--- config.mk ---
export PLATFORM = sky130hd
export DESIGN_NAME = tvrc_lane
export DESIGN_NICKNAME = d
export VERILOG_FILES = /design/src/rtl/typed_vector_reduce_combiner_macros.svh /design/src/rtl/tvrc_pkg.sv /design/src/rtl/tvrc_lane.sv
export SDC_FILE = /design/constraint.sdc
export NUM_CORES = 1
export LEC_CHECK = 0
export BUFFER_PORTS_ARGS = -buffer_cell sky130_fd_sc_hd__buf_2
export CAP_MARGIN = 20
export CORE_ASPECT_RATIO = 0.75
export CORE_MARGIN = 2
export CORE_UTILIZATION = 44
export DETAILED_ROUTE_END_ITERATION = 10
export GPL_TIMING_DRIVEN = 0
export MAX_ROUTING_LAYER = met4
export PLACE_DENSITY = 0.79
export SLEW_MARGIN = 20
export SYNTH_ARGS = -nofsm -noshare
export SYNTH_HDL_FRONTEND = slang
export SYNTH_SLANG_ARGS = --single-unit
--- constraint.sdc ---
create_clock -name vclk -period 4.4
set_clock_uncertainty 0.2 [all_clocks]
set_input_delay 0.44 -clock vclk [all_inputs]
set_output_delay 0.44 -clock vclk [all_outputs]
set_load 0.005 [all_outputs]
--- src/rtl/typed_vector_reduce_combiner_macros.svh ---
// Assertion macros for the reduce combiner.
`ifndef TYPED_VECTOR_REDUCE_COMBINER_MACROS_SVH
`define TYPED_VECTOR_REDUCE_COMBINER_MACROS_SVH

`ifndef SYNTHESIS

`define TVRC_ASSERT_IMP(lbl, clk, rst_n, ante, cons) \
    lbl: assert property (@(posedge clk) disable iff (!(rst_n)) (ante) |-> (cons)) \
        else $error("tvrc assertion failed");

`define TVRC_ASSERT_NEXT(lbl, clk, rst_n, ante, cons) \
    lbl: assert property (@(posedge clk) disable iff (!(rst_n)) (ante) |=> (cons)) \
        else $error("tvrc assertion failed");

`else

`define TVRC_ASSERT_IMP(lbl, clk, rst_n, ante, cons)

`define TVRC_ASSERT_NEXT(lbl, clk, rst_n, ante, cons)

`endif

`endif

--- src/rtl/tvrc_pkg.sv ---
`default_nettype none

package tvrc_pkg;

    localparam int WORD_W     = 64;
    localparam int HALF_W     = WORD_W / 2;
    localparam int BYTES      = WORD_W / 8;
    localparam int BYTE_IDX_W = $clog2(BYTES);
    localparam int WORDS      = 256;
    localparam int ADDR_W     = $clog2(WORDS);
    localparam int IDX_W      = 8;
    localparam int OP_W       = 3;
    localparam int TYPE_W     = 3;
    localparam int CNT_W      = 12;
    localparam int WC_W       = 2;
    localparam int CFG_IDX_W  = 2;
    localparam int CFG_DATA_W = 12;

    typedef logic [WORD_W-1:0] t_word;
    typedef logic [7:0]        t_byte;

    // operation codes
    localparam logic [OP_W-1:0] OP_MIN  = 3'd0;
    localparam logic [OP_W-1:0] OP_MAX  = 3'd1;
    localparam logic [OP_W-1:0] OP_SUM  = 3'd2;
    localparam logic [OP_W-1:0] OP_PROD = 3'd3;
    localparam logic [OP_W-1:0] OP_AND  = 3'd4;
    localparam logic [OP_W-1:0] OP_OR   = 3'd5;
    localparam logic [OP_W-1:0] OP_XOR  = 3'd6;

    // lane width codes, elem_type[2:1]
    localparam logic [WC_W-1:0] WC_64 = 2'd0;
    localparam logic [WC_W-1:0] WC_32 = 2'd1;
    localparam logic [WC_W-1:0] WC_16 = 2'd2;
    localparam logic [WC_W-1:0] WC_8  = 2'd3;

    // register indexes
    localparam logic [CFG_IDX_W-1:0] CFG_OP    = 2'd0;
    localparam logic [CFG_IDX_W-1:0] CFG_TYPE  = 2'd1;
    localparam logic [CFG_IDX_W-1:0] CFG_COUNT = 2'd2;

    typedef struct packed {
        logic [OP_W-1:0] op;
        logic            sgn;
        logic            lo;   // lowest byte of its lane
        logic            hi;   // highest byte of its lane
    } t_lane_ctl;

    typedef struct packed {
        logic sum;  // carry of a + b
        logic ab;   // carry of ka - kb, set when ka >= kb
        logic ba;   // carry of kb - ka, set when kb >= ka
    } t_chain;

endpackage

`default_nettype wire

--- src/rtl/tvrc_lane.sv ---
`default_nettype none

module tvrc_lane (
    input  tvrc_pkg::t_byte     i_a,
    input  tvrc_pkg::t_byte     i_b,
    input  tvrc_pkg::t_lane_ctl i_ctl,
    input  tvrc_pkg::t_chain    i_chain,
    output tvrc_pkg::t_byte     o_sum,
    output tvrc_pkg::t_byte     o_logic,
    output tvrc_pkg::t_chain    o_chain
);
    import tvrc_pkg::*;

    t_byte      flip;
    t_byte      ka;
    t_byte      kb;
    logic       cin_sum;
    logic       cin_ab;
    logic       cin_ba;
    logic [8:0] sum_full;
    logic [8:0] ab_full;
    logic [8:0] ba_full;

    // signed lanes compare with the sign bit inverted
    assign flip = (i_ctl.sgn && i_ctl.hi) ? 8'h80 : 8'h00;
    assign ka   = i_a ^ flip;
    assign kb   = i_b ^ flip;

    // segment the chains at lane boundaries
    assign cin_sum = i_ctl.lo ? 1'b0 : i_chain.sum;
    assign cin_ab  = i_ctl.lo ? 1'b1 : i_chain.ab;
    assign cin_ba  = i_ctl.lo ? 1'b1 : i_chain.ba;

    assign sum_full = {1'b0, i_a} + {1'b0, i_b} + {8'b0, cin_sum};
    assign ab_full  = {1'b0, ka} + {1'b0, ~kb} + {8'b0, cin_ab};
    assign ba_full  = {1'b0, kb} + {1'b0, ~ka} + {8'b0, cin_ba};

    assign o_sum      = sum_full[7:0];
    assign o_chain.sum = sum_full[8];
    assign o_chain.ab  = ab_full[8];
    assign o_chain.ba  = ba_full[8];

    always_comb begin
        case (i_ctl.op)
            OP_AND:  o_logic = i_a & i_b;
            OP_OR:   o_logic = i_a | i_b;
            OP_XOR:  o_logic = i_a ^ i_b;
            default: o_logic = i_a;
        endcase
    end
endmodule

`default_nettype wire

==> reports/metrics.yaml, run 1 <==
worst_setup_path_start_kind: "input port"
ys_seq_area_share_pct: 0
hpwlAfterDp_um: 2333
relSlewSlack_pct: 68.45
leakagePower_nw: 0.7615
antenna_found_initial: 0
gp_congestion: 0.8960
cp_num_buf_inv: 4
period_share_pct: 67.40
synth_nets: 217
die_h_um: 48.56
hold_path_depth: 3
ir_drop_v: 0.00005005
critPathKind: "in2out"
dp.cells: 239
row_count: 16
rsz0062_at_grt: "no"
routed_via_density: 5.075
grt-ovfl-total: 0
nClkBuffers: 0
vias: 1213
grt_usage_pct: 17.59
fp.dieW_um: 63.41
fin_cells: 239
drtPass1Iterations: 4
port_buffers: 43
hold_viol_final: 0
cp.depth: 11
syn_area_per_cell_um2: 7.280
grt_pass1_vias: 1006
seq_cell_count: 0
cp_slowest_stage_delay_ns: 0.40
wl_per_cell_um: 11.76
start_util_pct: 45.46
core_um2: 2562
nets: 262
regArea_um2: 0
outcome: "completed"
cp_max_fo: 4
synth.area.top_cells: "ha_1, inv_1, nand2_1, a22o_1, o221ai_1"
setup.worst_path.end: "o_chain[2]"
cp_cell_sequence: "buf_2, inv_1, fa_1, inv_1, fa_1, a21o_1, a21oi_2, o21ai_2, nor4_1, a21oi_1, buf_2"
layout_common_cells: "buf_2, ha_1, inv_1, nand2_1, a21oi_1"
worst_pin_slew_ns: 0.4732
dpl_cell_area_um2: 1425
drive_gt1_share_pct: 29.56
syn2layout_area_growth_pct: 22.34
ys_types: 39
fin_crit_ns: 2.965
hold_class: "in2out"
max_cap_violations: 0
yosys_warnings: 0
syn-instance-count: 160
finalSetupViolCount: 0
ant_nets: 0
synth.largest_area_cell: "ha_1"
post-cts-setup-buffers: 0
crit_required_ns: 3.76
postCtsHoldBufs: 0
stdcell_area_um2: 1425
first_iter_violations: 81
cts_resized: 0
grt_max_degree: 11
syn-cell-area_um2: 1165
grt_pass1_wl_um: 4422
finalSetupTns_ns: 0
startpoint: "i_a[0]"
critPathSlowestCell: "fa_1"
crit_family: "adder cells"
die_area_um2: 3079
fillers: 272
antenna_cells: 0
ios: 44
final_common_cell: "buf_2"
max_freq_ghz: 0.3372
cp_data_arrival_time_ns: 2.33
synth_top_area_share_pct: 32.22
wl_um: 2811
drc_errors: 0
cp-end-kind: "primary output"
drv_slew: 0
p_per_area_nw_per_um2: 114.2
-- cell usage after synthesis (2+ instances only) --
library cell / n
a21oi_1: 9
a22o_1: 7
buf_2: 5
clkbuf_1: 3
fa_1: 2
ha_1: 30
inv_1: 21
nand2_1: 20
nand2b_1: 2
nand3_1: 3
nor2_1: 7
o21a_1: 2
o21ai_0: 7
o21ai_1: 5
o21bai_1: 2
o21bai_2: 2
o221ai_1: 6
o22ai_1: 2
xnor2_1: 5
-- tightest hold or removal path, stage by stage --
cell,delay [ns]
buf_2,0.14
a22o_1,0.14
buf_2,0.10
-- worst min-delay path by stage --
stage	from	end	slack, ns
after detailed placement	i_a[7]	o_logic[7]	1.06
after CTS	i_a[7]	o_logic[7]	1.06
after global placement	i_a[7]	o_logic[7]	1.05
after floorplan	i_a[7]	o_logic[7]	0.80
final	i_a[7]	o_logic[7]	1.06
after global routing	i_a[7]	o_logic[7]	1.08
-- cell families after synthesis --
kind of cell / share of synthesized area (%)
fa+ha+maj: 35.66
compound gates: 29.86
simple gates: 19.77
buf+inv: 10.20
xor+xnor: 4.511
-- through the flow --
stage	util, %	power (mW)	hold slack, ns	setup WS [ns]
2_1_floorplan	-	0.1032	0.8027	1.828
3_3_place_gp	55.62	0.1598	1.048	1.411
3_5_place_dp	55.62	0.1621	1.056	1.420
4_1_cts	55.62	0.1628	1.058	1.415
5_1_grt	55.62	0.1817	1.075	1.234
6_report	55.62	0.1627	1.057	1.435
-- per-layer routing --
| metal | GRT usage [%] | up-vias | part of all wire [%] |
|---|---|---|---|
| li1 | - | 636 | - |
| met1 | 27.40 | 526 | 51 |
| met2 | 25.96 | 49 | 41 |
| met3 | 0.9302 | 2 | 7.7 |
| met4 | 1.087 | 0 | 0.57 |
| met5 | - | - | 0 |
-- final cells by class --
cell class	count	area, µm²	area share, %
tap	36	45.04	3.161
multi-input combinational	130	1046	73.40
buffer	8	36.28	2.546
inverter	22	82.58	5.795
timing repair buffer	43	215.2	15.10
-- power by group --
| group | internal, mW | switching (mW) | total, mW |
|---|---|---|---|
| clock | 0 | 0 | 0 |
| combinational | 0.0758 | 0.0869 | 0.163 |
| sequential | 0 | 0 | 0 |
| total | 0.0758 | 0.0869 | 0.163 |
No activity file was read; power rests on OpenSTA's default activity.
==> run 2: changes to the inputs <==
Settings changed: PLACE_DENSITY 0.79 to 0.82.
Clock period 4.4 ns to 2.4 ns, I/O delays scaled along.
==> reports/metrics.yaml, run 2 (synthesis results as in run 1) <==
critPathKind: "in2out"
relSlewSlack_pct: 71.09  # +2.6 points
antenna_found_initial: 0  # unchanged
cp_data_arrival_time_ns: 1.86  # -0.47 ns
dp.cells: 239  # unchanged
core_um2: 2562  # unchanged
ant_nets: 0  # unchanged
hold_class: "in2out"
stdcell_area_um2: 1509  # +5.9%
outcome: "completed"
postCtsHoldBufs: 0  # unchanged
first_iter_violations: 43  # -47%
cp_max_fo: 3  # -1
seq_cell_count: 0  # unchanged
ios: 44  # unchanged
regArea_um2: 0  # unchanged
fin_crit_ns: 2.298
port_buffers: 43  # unchanged
finalSetupViolCount: 0  # unchanged
cp_cell_sequence: "buf_4, inv_4, fa_2, inv_2, fa_2, a21o_1, a21oi_2, o21ai_2, nor2_2, xnor2_1, buf_2"
cp_slowest_stage_delay_ns: 0.35  # -0.05 ns
rsz0062_at_grt: "no"
wl_um: 2978  # +5.9%
period_share_pct: 95.74
routed_via_density: 5.241  # +3.3%
drive_gt1_share_pct: 34.93  # +5.4 points
p_seq_share_pct: 0  # unchanged
fp.dieW_um: 63.41  # unchanged
layout_common_cells: "buf_2, ha_1, nand2_1, inv_1, a21oi_1"
antenna_cells: 0  # unchanged
vias: 1284  # +5.9%
drc_errors: 0  # unchanged
syn2layout_area_growth_pct: 29.54
hold_viol_final: 0  # unchanged
ir_drop_v: 0.00008924  # +78%
grt_max_degree: 11  # unchanged
fin_cells: 245  # +2.5%
hpwlAfterDp_um: 2357  # +1.0%
start_util_pct: 45.46  # unchanged
worst_setup_path_start_kind: "input port"
die_area_um2: 3079  # unchanged
cp-end-kind: "primary output"
drtPass1Iterations: 4  # unchanged
grt_pass1_vias: 1067  # +6.1%
critPathSlowestCell: "fa_2"
max_freq_ghz: 0.4352
dpl_cell_area_um2: 1425  # unchanged
crit_required_ns: 1.96  # -1.80 ns
leakagePower_nw: 0.7974  # +4.7%
p_switching_mw: 0.1641  # +89%
grt_usage_pct: 18.64  # +1.0 points
grt-ovfl-total: 0  # unchanged
crit_path_frequent_cell: "fa_2"
swShare_pct: 51.77  # -1.6 points
die_h_um: 48.56  # unchanged
cp_num_buf_inv: 4  # unchanged
crit_family: "adder cells"
final_common_cell: "buf_2"
wl_per_cell_um: 12.16  # +3.3%
p_comb_share_pct: 100.0  # about the same
grt_pass1_wl_um: 4657  # +5.3%
p_per_area_nw_per_um2: 210.0  # +84%
worst_pin_slew_ns: 0.4336  # -0.03959 ns
nClkBuffers: 0  # unchanged
drv_slew: 0  # unchanged
max_cap_violations: 0  # unchanged
pwr-share-clk_pct: 0  # unchanged
gp_congestion: 0.8833  # -1.4%
internal_power_mw: 0.1529  # +100%
row_count: 16  # unchanged
nets: 268  # +2.3%
## run 2: cell count changes in the layout (fill, tap and decap cells not counted), sizes merged
cell,delta
buf,+6
## run 2: routing by layer
metal  track usage [%]  share of wire (%)
met5                 -                  0
met4             1.812               0.57
met1             27.36                 47
met3             1.628                7.5
met2             28.77                 45
## run 2: area by class of cell
type | count | area (µm²)
multi-input cells | 130 | 1065
fillers | 268 | 1054
inverters | 22 | 87.58
well taps | 36 | 45.04
plain buffers | 8 | 36.28
repair buffers | 49 | 275.3
## run 2: worst paths after layout
| kind | startpoint | end | slack [ns] | depth (start not counted) |
|---|---|---|---|---|
| worst max-delay path | i_b[0] | o_sum[6] | 0.10 | 11 |
| worst min-delay path | i_a[7] | o_logic[7] | 0.66 | 3 |
## run 2: metrics by stage
| stage | utilization, % | TNS, ns | hold WS [ns] | worst slack (ns) | power [mW] |
|---|---|---|---|---|---|
| 4_1_cts | 56.98 | 0 | 0.6578 | 0.003512 | 0.3065 |
| 6_report | 58.89 | 0 | 0.6628 | 0.1023 | 0.3169 |
| 3_3_place_gp | 55.62 | -0.3309 | 0.6525 | -0.1869 | 0.2920 |
| 5_1_grt | 58.89 | 0 | 0.7031 | 0.01911 | 0.3530 |
| 2_1_floorplan | - | 0 | 0.4027 | 0.2279 | 0.1892 |
| 3_5_place_dp | 55.62 | -0.3629 | 0.6562 | -0.1981 | 0.2962 |
## run 2: power groups by stage
stage,Sequential (mW),Combinational [mW],Clock [mW]
after floorplan,0,0.189,0
after global placement,0,0.292,0
after detailed placement,0,0.296,0
after CTS,0,0.307,0
after global routing,0,0.353,0
final,0,0.317,0
## run 2: timing repair
action,CTS,global route
gates cloned,0,0
resized for setup,5,8
setup buffers,3,3
pin swaps,5,5
setup endpoints to repair,2,1
